==> src/hw/rtl/rfc_pkg.sv <==
// rfc_pkg: shared types, codes and constants of the reply frame checker
// used by rfc_cap_table, rfc_seq and reply_frame_checker_unit
package rfc_pkg;

  localparam int unsigned MaxParamsDefault = 8;
  // param_index is 3 bits wide, so at most this many capacities are storable
  localparam int unsigned CapSlotsMax = 8;

  // item kinds
  localparam logic [1:0] CMD_SET_CAP = 2'd0;
  localparam logic [1:0] CMD_START = 2'd1;
  localparam logic [1:0] CMD_RX_BYTE = 2'd2;

  // length modes
  localparam logic [1:0] MODE_MULTI8 = 2'd0;
  localparam logic [1:0] MODE_SINGLE8 = 2'd1;
  localparam logic [1:0] MODE_SINGLE16 = 2'd2;
  localparam logic [1:0] MODE_RESERVED = 2'd3;

  // result kinds
  localparam logic [1:0] RES_DATA = 2'd0;
  localparam logic [1:0] RES_LENGTH = 2'd1;
  localparam logic [1:0] RES_FINISH = 2'd2;

  // frame status codes
  localparam logic [2:0] ST_OK = 3'd0;
  localparam logic [2:0] ST_BAD_START = 3'd1;
  localparam logic [2:0] ST_BAD_CMD = 3'd2;
  localparam logic [2:0] ST_BAD_COUNT = 3'd3;
  localparam logic [2:0] ST_UNSUP_COUNT = 3'd4;
  localparam logic [2:0] ST_BAD_END = 3'd5;

  // configuration register indexes
  localparam logic [1:0] CFG_START_MARKER = 2'd0;
  localparam logic [1:0] CFG_END_MARKER = 2'd1;
  localparam logic [1:0] CFG_RSP_MASK = 2'd2;

  localparam logic [7:0] StartMarkerReset = 8'd224;
  localparam logic [7:0] EndMarkerReset = 8'd238;
  localparam logic [7:0] RspMaskReset = 8'd128;

  typedef enum logic [3:0] {
    PH_IDLE   = 4'd0,
    PH_START  = 4'd1,
    PH_CMD    = 4'd2,
    PH_COUNT  = 4'd3,
    PH_LEN    = 4'd4,
    PH_LEN_HI = 4'd5,
    PH_LEN_LO = 4'd6,
    PH_DATA   = 4'd7,
    PH_END    = 4'd8
  } phase_e;

  typedef struct packed {
    logic [1:0]  cmd;
    logic [2:0]  param_index;
    logic [15:0] capacity;
    logic [7:0]  expected_command;
    logic [7:0]  expected_count;
    logic [1:0]  length_mode;
    logic [7:0]  rx_byte;
  } item_t;

  typedef struct packed {
    logic [1:0]  result_kind;
    logic [7:0]  param_number;
    logic [15:0] byte_index;
    logic [7:0]  out_byte;
    logic [15:0] kept_length;
    logic [2:0]  status;
  } result_t;

  typedef struct packed {
    logic [7:0] start_marker;
    logic [7:0] end_marker;
    logic [7:0] rsp_mask;
  } cfg_t;

endpackage

==> src/hw/rtl/rfc_cap_table.sv <==
// rfc_cap_table: per-parameter capacity registers, one write and one read port
// depends on rfc_pkg
module rfc_cap_table #(
  parameter int unsigned MAX_PARAMS = rfc_pkg::MaxParamsDefault
) (
  input  logic        clk_i,
  input  logic        rst_ni,
  input  logic        wr_en_i,
  input  logic [2:0]  wr_idx_i,
  input  logic [15:0] wr_cap_i,
  input  logic [7:0]  rd_param_i,
  output logic [15:0] rd_cap_o
);

  localparam int unsigned CapDepth =
    (MAX_PARAMS < rfc_pkg::CapSlotsMax) ? MAX_PARAMS : rfc_pkg::CapSlotsMax;
  localparam int unsigned CapIdxW = (CapDepth > 1) ? $clog2(CapDepth) : 1;
  localparam int unsigned CapSlots = 2 ** CapIdxW;

  logic [15:0] cap_q [CapSlots];
  logic        wr_hit;
  logic        rd_hit;

  assign wr_hit = wr_en_i && ({29'd0, wr_idx_i} < 32'(CapDepth));
  assign rd_hit = {24'd0, rd_param_i} < 32'(CapDepth);

  always_ff @(posedge clk_i or negedge rst_ni) begin
    if (!rst_ni) begin
      for (int i = 0; i < CapSlots; i++) begin
        cap_q[i] <= '0;
      end
    end else if (wr_hit) begin
      cap_q[wr_idx_i[CapIdxW-1:0]] <= wr_cap_i;
    end
  end

  // parameters past the table have capacity zero
  assign rd_cap_o = rd_hit ? cap_q[rd_param_i[CapIdxW-1:0]] : 16'd0;

endmodule

==> src/hw/rtl/rfc_seq.sv <==
// rfc_seq: frame sequencer, phase and arming state plus per-item decision logic
// depends on rfc_pkg; capacity comes from rfc_cap_table
module rfc_seq (
  input  logic             clk_i,
  input  logic             rst_ni,
  input  logic             fire_i,
  input  rfc_pkg::item_t   item_i,
  input  rfc_pkg::cfg_t    cfg_i,
  output logic [7:0]       cap_param_o,
  input  logic [15:0]      cap_i,
  output logic             res_valid_o,
  output rfc_pkg::result_t res_o
);

  rfc_pkg::phase_e phase_q, phase_d;
  logic [7:0]  cmd_q, cmd_d;
  logic [7:0]  count_q, count_d;
  logic [1:0]  mode_q, mode_d;
  logic [7:0]  param_q, param_d;
  logic [15:0] ann_q, ann_d;
  logic [15:0] seen_q, seen_d;

  logic [7:0]  param_inc;
  logic        single_mode;
  logic [15:0] len_lo;
  logic [15:0] seen_inc;
  logic [15:0] kept;

  assign cap_param_o = param_q;
  assign param_inc   = param_q + 8'd1;
  assign single_mode = (mode_q == rfc_pkg::MODE_SINGLE8) || (mode_q == rfc_pkg::MODE_SINGLE16);
  assign len_lo      = ann_q | {8'd0, item_i.rx_byte};
  assign seen_inc    = seen_q + 16'd1;

  always_ff @(posedge clk_i or negedge rst_ni) begin
    if (!rst_ni) begin
      phase_q <= rfc_pkg::PH_IDLE;
      cmd_q   <= '0;
      count_q <= '0;
      mode_q  <= '0;
      param_q <= '0;
      ann_q   <= '0;
      seen_q  <= '0;
    end else begin
      phase_q <= phase_d;
      cmd_q   <= cmd_d;
      count_q <= count_d;
      mode_q  <= mode_d;
      param_q <= param_d;
      ann_q   <= ann_d;
      seen_q  <= seen_d;
    end
  end

  always_comb begin
    logic [15:0] ann_v;
    phase_d = phase_q;
    cmd_d   = cmd_q;
    count_d = count_q;
    mode_d  = mode_q;
    param_d = param_q;
    ann_d   = ann_q;
    seen_d  = seen_q;
    res_valid_o = 1'b0;
    res_o = '0;
    ann_v = ann_q;
    kept  = 16'd0;

    if (fire_i) begin
      unique case (item_i.cmd)
        rfc_pkg::CMD_START: begin
          cmd_d   = item_i.expected_command;
          count_d = item_i.expected_count;
          mode_d  = (item_i.length_mode == rfc_pkg::MODE_RESERVED) ? rfc_pkg::MODE_MULTI8
                                                                   : item_i.length_mode;
          param_d = '0;
          ann_d   = '0;
          seen_d  = '0;
          phase_d = rfc_pkg::PH_START;
        end
        rfc_pkg::CMD_RX_BYTE: begin
          unique case (phase_q)
            rfc_pkg::PH_START: begin
              if (item_i.rx_byte != cfg_i.start_marker) begin
                phase_d = rfc_pkg::PH_IDLE;
                res_valid_o = 1'b1;
                res_o.result_kind = rfc_pkg::RES_FINISH;
                res_o.status = rfc_pkg::ST_BAD_START;
              end else begin
                phase_d = rfc_pkg::PH_CMD;
              end
            end
            rfc_pkg::PH_CMD: begin
              if (item_i.rx_byte != (cmd_q | cfg_i.rsp_mask)) begin
                phase_d = rfc_pkg::PH_IDLE;
                res_valid_o = 1'b1;
                res_o.result_kind = rfc_pkg::RES_FINISH;
                res_o.status = rfc_pkg::ST_BAD_CMD;
              end else begin
                phase_d = rfc_pkg::PH_COUNT;
              end
            end
            rfc_pkg::PH_COUNT: begin
              param_d = '0;
              priority if (item_i.rx_byte != count_q) begin
                phase_d = rfc_pkg::PH_IDLE;
                res_valid_o = 1'b1;
                res_o.result_kind = rfc_pkg::RES_FINISH;
                res_o.status = rfc_pkg::ST_BAD_COUNT;
              end else if (count_q == 8'd0) begin
                phase_d = rfc_pkg::PH_END;
              end else if (mode_q == rfc_pkg::MODE_MULTI8) begin
                phase_d = rfc_pkg::PH_LEN;
              end else if (count_q != 8'd1) begin
                phase_d = rfc_pkg::PH_IDLE;
                res_valid_o = 1'b1;
                res_o.result_kind = rfc_pkg::RES_FINISH;
                res_o.status = rfc_pkg::ST_UNSUP_COUNT;
              end else begin
                phase_d = (mode_q == rfc_pkg::MODE_SINGLE16) ? rfc_pkg::PH_LEN_HI
                                                              : rfc_pkg::PH_LEN;
              end
            end
            rfc_pkg::PH_LEN_HI: begin
              ann_d   = {item_i.rx_byte, 8'd0};
              phase_d = rfc_pkg::PH_LEN_LO;
            end
            rfc_pkg::PH_LEN, rfc_pkg::PH_LEN_LO: begin
              // settle the length and report min(announced, capacity)
              ann_v = (phase_q == rfc_pkg::PH_LEN) ? {8'd0, item_i.rx_byte} : len_lo;
              ann_d = ann_v;
              kept = (ann_v < cap_i) ? ann_v : cap_i;
              seen_d = '0;
              if (ann_v == 16'd0) begin
                param_d = param_inc;
                phase_d = ((param_inc >= count_q) || single_mode) ? rfc_pkg::PH_END
                                                                  : rfc_pkg::PH_LEN;
              end else begin
                phase_d = rfc_pkg::PH_DATA;
              end
              res_valid_o = 1'b1;
              res_o.result_kind  = rfc_pkg::RES_LENGTH;
              res_o.param_number = param_q;
              res_o.kept_length  = kept;
            end
            rfc_pkg::PH_DATA: begin
              // bytes past the capacity are consumed and dropped
              if (seen_q < cap_i) begin
                res_valid_o = 1'b1;
                res_o.result_kind  = rfc_pkg::RES_DATA;
                res_o.param_number = param_q;
                res_o.byte_index   = seen_q;
                res_o.out_byte     = item_i.rx_byte;
              end
              seen_d = seen_inc;
              if (seen_inc >= ann_q) begin
                param_d = param_inc;
                phase_d = ((param_inc >= count_q) || single_mode) ? rfc_pkg::PH_END
                                                                  : rfc_pkg::PH_LEN;
              end
            end
            rfc_pkg::PH_END: begin
              phase_d = rfc_pkg::PH_IDLE;
              res_valid_o = 1'b1;
              res_o.result_kind = rfc_pkg::RES_FINISH;
              res_o.status = (item_i.rx_byte == cfg_i.end_marker) ? rfc_pkg::ST_OK
                                                                  : rfc_pkg::ST_BAD_END;
            end
            default: begin
              // byte while idle is ignored
            end
          endcase
        end
        default: begin
          // set-capacity goes to the table, kind three is ignored
        end
      endcase
    end
  end

endmodule

==> src/hw/rtl/reply_frame_checker_unit.sv <==
// reply_frame_checker_unit: top level with input register, result register and config
// depends on rfc_pkg, rfc_cap_table and rfc_seq
//
//  channel  direction  handshake                  payload
//  in       sink       in_valid_i / in_ready_o    cmd_i .. rx_byte_i
//  out      source     out_valid_o / out_ready_i  result_kind_o .. status_o
//  cfg      sink       cfg_valid_i / cfg_ready_o  cfg_index_i, cfg_data_i
//
// one item per cycle sustained while the result register is not stalled; an item sits in
// the input register, is decided by the sequencer logic and its result is registered in
// the result register, which drives out_valid_o
// the input register advances whenever the result register is empty or being taken
// reset clears the valid flags, config, sequencer state and the capacity table at once;
// the input and result payload registers are not reset; no clearing pass; cfg_ready_o is always high
module reply_frame_checker_unit #(
  parameter int unsigned MAX_PARAMS = rfc_pkg::MaxParamsDefault
) (
  input  logic        clk_i,
  input  logic        rst_ni,
  input  logic        in_valid_i,
  output logic        in_ready_o,
  input  logic [1:0]  cmd_i,
  input  logic [2:0]  param_index_i,
  input  logic [15:0] capacity_i,
  input  logic [7:0]  expected_command_i,
  input  logic [7:0]  expected_count_i,
  input  logic [1:0]  length_mode_i,
  input  logic [7:0]  rx_byte_i,
  output logic        out_valid_o,
  input  logic        out_ready_i,
  output logic [1:0]  result_kind_o,
  output logic [7:0]  param_number_o,
  output logic [15:0] byte_index_o,
  output logic [7:0]  out_byte_o,
  output logic [15:0] kept_length_o,
  output logic [2:0]  status_o,
  input  logic        cfg_valid_i,
  output logic        cfg_ready_o,
  input  logic [1:0]  cfg_index_i,
  input  logic [7:0]  cfg_data_i
);

  rfc_pkg::cfg_t    cfg_q;
  rfc_pkg::item_t   item_q;
  logic             item_valid_q;
  rfc_pkg::result_t out_q;
  logic             out_valid_q;

  logic             adv;
  logic             res_valid;
  rfc_pkg::result_t res;
  logic [7:0]       cap_param;
  logic [15:0]      cap;
  logic             cap_wr;

  assign cfg_ready_o = 1'b1;

  always_ff @(posedge clk_i or negedge rst_ni) begin
    if (!rst_ni) begin
      cfg_q.start_marker <= rfc_pkg::StartMarkerReset;
      cfg_q.end_marker   <= rfc_pkg::EndMarkerReset;
      cfg_q.rsp_mask     <= rfc_pkg::RspMaskReset;
    end else if (cfg_valid_i) begin
      unique case (cfg_index_i)
        rfc_pkg::CFG_START_MARKER: cfg_q.start_marker <= cfg_data_i;
        rfc_pkg::CFG_END_MARKER:   cfg_q.end_marker   <= cfg_data_i;
        rfc_pkg::CFG_RSP_MASK:     cfg_q.rsp_mask     <= cfg_data_i;
        default: begin
        end
      endcase
    end
  end

  assign adv        = item_valid_q && (!out_valid_q || out_ready_i);
  assign in_ready_o = !item_valid_q || adv;

  always_ff @(posedge clk_i or negedge rst_ni) begin
    if (!rst_ni) begin
      item_valid_q <= 1'b0;
    end else if (in_ready_o) begin
      item_valid_q <= in_valid_i;
    end
  end

  always_ff @(posedge clk_i) begin
    if (in_valid_i && in_ready_o) begin
      item_q.cmd              <= cmd_i;
      item_q.param_index      <= param_index_i;
      item_q.capacity         <= capacity_i;
      item_q.expected_command <= expected_command_i;
      item_q.expected_count   <= expected_count_i;
      item_q.length_mode      <= length_mode_i;
      item_q.rx_byte          <= rx_byte_i;
    end
  end

  assign cap_wr = adv && (item_q.cmd == rfc_pkg::CMD_SET_CAP);

  rfc_cap_table #(
    .MAX_PARAMS(MAX_PARAMS)
  ) u_cap_table (
    .clk_i     (clk_i),
    .rst_ni    (rst_ni),
    .wr_en_i   (cap_wr),
    .wr_idx_i  (item_q.param_index),
    .wr_cap_i  (item_q.capacity),
    .rd_param_i(cap_param),
    .rd_cap_o  (cap)
  );

  rfc_seq u_seq (
    .clk_i      (clk_i),
    .rst_ni     (rst_ni),
    .fire_i     (adv),
    .item_i     (item_q),
    .cfg_i      (cfg_q),
    .cap_param_o(cap_param),
    .cap_i      (cap),
    .res_valid_o(res_valid),
    .res_o      (res)
  );

  always_ff @(posedge clk_i or negedge rst_ni) begin
    if (!rst_ni) begin
      out_valid_q <= 1'b0;
    end else if (adv && res_valid) begin
      out_valid_q <= 1'b1;
    end else if (out_ready_i) begin
      out_valid_q <= 1'b0;
    end
  end

  always_ff @(posedge clk_i) begin
    if (adv && res_valid) begin
      out_q <= res;
    end
  end

  assign out_valid_o    = out_valid_q;
  assign result_kind_o  = out_q.result_kind;
  assign param_number_o = out_q.param_number;
  assign byte_index_o   = out_q.byte_index;
  assign out_byte_o     = out_q.out_byte;
  assign kept_length_o  = out_q.kept_length;
  assign status_o       = out_q.status;

  // a pending result is never overwritten
  assert property (@(posedge clk_i) disable iff (!rst_ni)
    (out_valid_q && !out_ready_i) |-> !adv)
    else $error("input stage advanced over a stalled result");

  // back pressure only comes from a held item
  assert property (@(posedge clk_i) disable iff (!rst_ni)
    !in_ready_o |-> (item_valid_q && out_valid_q && !out_ready_i))
    else $error("input stalled without a blocked item");

  // only frame-finished results carry a status
  assert property (@(posedge clk_i) disable iff (!rst_ni)
    (out_valid_q && (out_q.result_kind != rfc_pkg::RES_FINISH))
      |-> (out_q.status == rfc_pkg::ST_OK))
    else $error("status set on a data or length result");

  // set-capacity and start items never produce a result
  assert property (@(posedge clk_i) disable iff (!rst_ni)
    (adv && ((item_q.cmd == rfc_pkg::CMD_SET_CAP) || (item_q.cmd == rfc_pkg::CMD_START)))
      |=> ($stable(out_valid_q) || $fell(out_valid_q)))
    else $error("result produced by a non-byte item");

endmodule
==> config.mk <==
export PLATFORM = sky130hd
export DESIGN_NAME = reply_frame_checker_unit
export DESIGN_NICKNAME = d
export VERILOG_FILES = /design/src/hw/rtl/rfc_pkg.sv /design/src/hw/rtl/rfc_cap_table.sv /design/src/hw/rtl/rfc_seq.sv /design/src/hw/rtl/reply_frame_checker_unit.sv
export SDC_FILE = /design/constraint.sdc
export NUM_CORES = 1
export LEC_CHECK = 0
export BUFFER_PORTS_ARGS = -buffer_cell sky130_fd_sc_hd__buf_2
export CAP_MARGIN = 20
export CORE_MARGIN = 1.5
export CORE_UTILIZATION = 50
export DETAILED_ROUTE_END_ITERATION = 7
export GPL_TIMING_DRIVEN = 0
export MAX_ROUTING_LAYER = met4
export PLACE_DENSITY = 0.66
export SETUP_SLACK_MARGIN = 0.15
export SLEW_MARGIN = 20
export SYNTH_ARGS = -nofsm -noshare
export SYNTH_HDL_FRONTEND = slang
export SYNTH_SLANG_ARGS = --single-unit
==> constraint.sdc <==
create_clock -name clk_i -period 5.6 [get_ports clk_i]
set_input_delay 0.28 -clock clk_i [delete_from_list [all_inputs] [get_ports clk_i]]
set_output_delay 0.28 -clock clk_i [all_outputs]
set_load 0.02 [all_outputs]
# Word-level counts from Yosys, hierarchy flattened
# Index checks and enable logic that the tools add are counted.
word_totals:
  output_inout_bits: 56
  register_bits: 316
  elab_cells: 163
  inputBits: 62
classes:
  bitwise: 4
  order_cmp: 8
  eq_ne: 26
  add_sub_neg: 2
  reduce_logical: 31
  n_mux: 59
op_table:
  columns: ["operator", "count"]
  rows:
  - ["$bwmux W128", 1]
  - ["$pmux W16 S2", 4]
  - ["$mux W16", 6]
  - ["$bmux W16 S3", 1]
  - ["$demux W16 S3", 1]
  - ["$lt A16 B16 Y1", 2]
  - ["$mux W32", 1]
  - ["$pmux W8 S2", 2]
  - ["$mux W4", 7]
  - ["$pmux W4 S7", 1]
  - ["$ne A8 B8 Y1", 3]
  - ["$pmux W8 S3", 1]
  - ["$mux W2", 10]
  - ["$add A16 B1 Y16 const B", 1]
  - ["$eq A4 B3 Y1 const B", 4]
  - ["$ge A16 B16 Y1", 1]
  - ["$logic_not A16 Y1", 1]
  - ["$mux W8", 2]
  - ["$or A16 B8 Y16", 1]
  - ["$mux W3", 5]
  - ["$mux W1", 13]
  - ["$pmux W2 S6", 1]
  - ["$pmux W3 S4", 1]
  - ["$reduce_and A2 Y1", 5]
  - ["other kinds (31)", 55]

# Logic depth before layout (Yosys ltp)
logic_depth:
  word_depth: 12
  ltp_mapped: 15
  depth_no_buf: 13

# By module
# A second synthesis with hierarchy kept.
unflattened:
  hier_cells: 1188
  area_unflattened_um2: 15733.8
modules_own_cells:
  columns: ["mod", "n_inst", "area_per_inst_um2", "cells_each", "seq_area_each_um2"]
  rows:
  - ["rfc_seq", 1, 5848.1, 684, 1551.5]
  - ["rfc_cap_table", 1, 5838.1, 339, 3203.1]
  - ["reply_frame_checker_unit", 1, 4047.6, 165, 3666.0]

# Worst setup path before layout
# No wires, ideal clock.
synth_path:
  path_type: "flip-flop to flip-flop"
  startpoint: "register u_seq.param_q[0], in the netlist u_seq.cap_param_o[0]"
  endpoint: "register out_q (netlist bit byte_index_o[0]), enable pin"
  setup_ns: 0.419
  t_required_ns: 5.181
  setup_slack_ns: 0.767
  period_less_slack_ns: 4.833
  path_buffers: 2
  stages_incl_launch_ff: 13
  arrival_ns: 4.414
  path_cell_list: "dfrtp_1 buf_2 buf_2 mux4_2 nand2_1 nand2_1 nand2_1 ha_1 a2111o_1 nor4_1 o211ai_1 a21boi_1 nand2b_1"
synth_between:
  elab_chain_len: 11
  elab_cells_between_ends: 12
  cone_classes: "2 x order compare; 8 x mux; 1 x bitwise; 1 x reduce/logical"
synth_rtl:
  columns: ["element", "line_no", "source"]
  rows:
  - ["start: declaration", "rfc_seq.sv:19", "logic [7:0] param_q, param_d;"]
  - ["start signal: assignment", "rfc_seq.sv:49", "param_q <= param_d;"]
  - ["$not A3 Y4 (implied by the code)", "rfc_cap_table.sv:38", "assign rd_cap_o = rd_hit ? cap_q[rd_param_i[CapIdxW-1:0]] : 16'd0;"]
  - ["$bmux W16 S3", "rfc_cap_table.sv:38", null]
  - ["$mux W16 (implied by the code) (2 in series)", "rfc_cap_table.sv:38", null]
  - ["$mux W16 *", "rfc_cap_table.sv:38", null]
  - ["$lt A16 B16 Y1 *", "rfc_seq.sv:148", "if (seen_q < cap_i) begin"]
  - ["$mux W1 *", "rfc_seq.sv:148", null]
  - ["$pmux W1 S5 *", "rfc_seq.sv:82", "unique case (phase_q)"]
  - ["$mux W1 *", "rfc_seq.sv:70", "unique case (item_i.cmd)"]
  - ["$mux W1 *", "rfc_seq.sv:69", "if (fire_i) begin"]
  - ["$logic_and A1 B1 Y1 *", "reply_frame_checker_unit.sv:134", "if (adv && res_valid) begin"]
  - ["end signal: assignment", "reply_frame_checker_unit.sv:135", "out_q <= res;"]
  - ["end: declaration", "reply_frame_checker_unit.sv:46", "rfc_pkg::result_t out_q;"]
# Every way passes the cells marked *; elsewhere a longest branch is shown, timed or not. The select of a mux whose other input is x is not followed.
# A chain may end at the register's enable or synchronous reset.

# Worst setup path in the final report
layout_path:
  startpoint: "register u_seq.param_q[1], in the netlist u_seq.cap_param_o[1]"
  endpoint: "register out_q (netlist bit byte_index_o[3]), enable pin"
# Same word-level chain as after synthesis.

==> summary.md <==
| Metric | Value |
|---|---|
| Vias in the first global route | `10700` |
| Max clock buf depth | `3` |
| Die X | `180 um` |
| Diodes inserted | `0` |
| GRT busiest layer | `met2` |
| Final setup margin | `0.561 ns` |
| CTS root buf | `clkbuf_16` |
| Area delta synth->final | `18.5%` |
| Total I/O pin count | `118` |
| Ys async rst share | `68.4%` |
| CP Capture Type | `register` |
| Die Ht | `180 um` |
| Die area | `0.0322 mm2` |
| Total gr overflow | `0` |
| Met1 Use GR | `31.7%` |
| Pins over their slew limit | `0` |
| Max Freq | `198 MHz` |
| Mean Syn Cell Area | `12.5 um2` |
| GR Util met2 | `37.6%` |
| Setup repair after global routing missed its margin | `no` |
| Routed via count | `10500` |
| WL per Instance | `19.6 um` |
| Critical path's top delay family | `compound AO/OA/AOI/OAI gates` |
| Crit path max-delay cell type | `a21boi_2` |
| Final hold slack | `0.0434 ns` |
| Worst path depth | `12` |
| Max rail drop VDD | `0.307 mV` |
| Post-Route Setup TNS | `0 ns` |
| Power density cells | `367 mW/mm2` |
| Largest net degree at the start of global routing | `98` |
| Final Hold Viols | `0` |
| Clk_skew | `0.0221 ns` |
| Sequential area share after synthesis | `54.1%` |
| CP Launch Type | `register` |
| Inserted Clock Buffers | `36` |
| Initial Util | `50.9%` |
| WP buf/inv | `2` |
| Worst min path class | `in -> reg` |
| Worst-case reg-to-reg path depth | `12` |
| Vias per std cell | `5.63` |
| Worst slew margin | `43.9%` |
| First-pass GRT wire length | `58600 um` |
| Core area | `0.0306 mm2` |
| Crit path largest cell delay | `0.64 ns` |
| Final wirelength | `36700 um` |
| Syn_nets | `1365` |
| Antenna violations before repair | `0` |
| Detail Route Antenna Nets | `0` |
| Most used cell, CP | `nand2_1` |
| Final non-filler cell area | `0.0185 mm2` |
| Cells after Synth | `1242` |
| Critical path cell sequence | `clkbuf_1 > clkbuf_1 > mux4_2 > nand2_1 > nand2_1 > nand2_1 > ha_1 > a2111o_1 > nor4_1 > o211ai_1 > a21boi_2 > nand2b_4` |
| Sinks on the clock net | `316` |
| Final Util | `60.4%` |
| M3 GR Usage | `3.30%` |
| Final min period | `5.04 ns` |
| LEAKAGE | `8.02 nW` |
| Most frequent cells in the layout | `dfrtp_1, mux2_2, buf_2` |
| Final Non-Filler Cells | `1873` |
| DP Worst Slack | `0.0940 ns` |
| Synth unique cells | `67` |
| Slew @ Worst Pin | `0.841 ns` |
| Worst Path Required | `5.75 ns` |
| Cell Area, Synth | `0.0156 mm2` |
| Commonest non-fill, non-tap cell in the layout | `dfrtp_1` |
| FF+latch count, synth | `316` |
| NumNets Final | `1572` |
| Post-DP Area | `0.0168 mm2` |
| GR Util All Layers | `23.6%` |
| CP Data Arrival Time | `5.19 ns` |
| Clk slew on worst S/H paths | `0.06 ns` |
| Iteration-0 DRC Markers | `653` |
| Most used DFF post-synth | `dfrtp_1` |
| DP Wirelength | `25400 um` |
| Max-cap viol count | `0` |
| Total chip power | `6.78 mW` |
| Period Utilization, post-route | `90.0%` |
| Dpl cells | `1757` |
| DRC errors left | `0` |
| Skew-Pair Late Insertion Delay | `0.52 ns` |
| Final setup fails | `0` |
| Postcts setup bufs | `0` |
| CTS tree | `built` |
| Synthesis warning total | `0` |
| FP Rows | `64` |
| WHS Path Cells | `2` |
| EDFF count, synth | `100` |
| WS Path Type | `reg -> reg` |
| Layout cells sized above 1 | `29.3%` |
| Pre-Repair DR Iteration Count | `7` |
| # port buffers | `116` |
| Critical Path Fanout Max | `26` |
| H-tree level count | `2` |
| RD Place Congestion | `0.908` |
| Status | `completed` |
[worst paths after layout]
check / from / to / slack [ns]
hold / removal: cfg_data_i[1] / cfg_q[9] / 0.04
setup reg to reg: u_seq.cap_param_o[1] / byte_index_o[3] / 0.56
min in group asynchronous: rst_ni / u_cap_table.cap_q[51] / 0.29
max in group asynchronous: rst_ni / u_cap_table.cap_q[94] / 4.14
hold reg to reg: item_q[11] / u_seq.count_q[1] / 0.47
setup / recovery: u_seq.cap_param_o[1] / byte_index_o[3] / 0.56
[kinds of logic after synthesis]
family / Yosys count / share of synthesized area [%]
xor+xnor: 46 / 2.59
simple gates: 324 / 10.3
fa+ha+maj: 61 / 4.90
mux: 227 / 18.8
flops: 316 / 54.1
compound gates: 156 / 6.51
other cells: 1 / 0.0241
buf+inv: 111 / 2.79
[state kept, by name, summed over array words and instances, names as in the netlist]
signal	cells
out_byte_o	8
u_seq.phase_q	4
out_valid_o	1
byte_index_o	16
item_q	47
u_seq.cmd_q	8
kept_length_o	16
u_seq.cap_param_o	8
status_o	3
u_seq.seen_q	16
result_kind_o	2
item_valid_q	1
u_seq.mode_q	2
param_number_o	8
u_seq.count_q	8
cfg_q	24
u_seq.ann_q	16
u_cap_table.cap_q	128
[per-layer routing]
layer	vias up	wire, um
met1	5219	16400
met3	66	1930
met2	334	17600
li1	4926	-
met4	0	834
met5	-	0
[cell type report]
class,count,area [um2]
plain buffers,58,235
clock buffers,49,1000
clock inverters,17,195
fillers,2452,12100
inverters,53,199
multi-input cells,816,6760
flip-flops and latches,316,8420
well taps,396,495
repair buffers,168,1160
[cells in the mapped netlist (all sizes together) (3+ instances only)]
master,instances,share of area (%)
xor2,25,1.4
o31ai,10,0.48
nand2b,13,0.52
inv,53,1.3
nor3,13,0.42
o41ai,3,0.22
nand3,23,0.74
mux4,31,4.5
nand4,11,0.44
a22oi,8,0.39
a31oi,5,0.20
a21o,9,0.43
xnor2,21,1.2
nor2b,10,0.40
a21oi,28,0.90
nand3b,3,0.14
buf,10,0.35
mux2i,6,0.39
and2,36,1.4
a2111oi,3,0.17
clkbuf,48,1.2
nor3b,4,0.19
o21ai,52,1.7
ha,61,4.9
and3,8,0.32
edfxtp,100,19
nor2,51,1.4
mux2,190,14
o21a,6,0.29
nor4,15,0.60
a211oi,6,0.29
or3,8,0.32
dfrtp,206,33
o22ai,4,0.16
nand2,119,2.9
o211ai,3,0.14
dfstp,10,1.7
[report_power, final]
group | switching (mW) | total [mW] | internal [mW]
combinational | 0.651 | 1.35 | 0.703
clock | 0.930 | 2.38 | 1.45
sequential | 0.242 | 3.05 | 2.81
[timing repair]
action | in CTS | in global routing
endpoints found under the hold margin | 97 | 0
cloned | 1 | 0
pin swaps | 0 | 0
hold buffers | 49 | 0
gates resized for setup | 1 | 1
endpoints found under the setup margin | 53 | 26
Power figures use the tool's default switching activity.
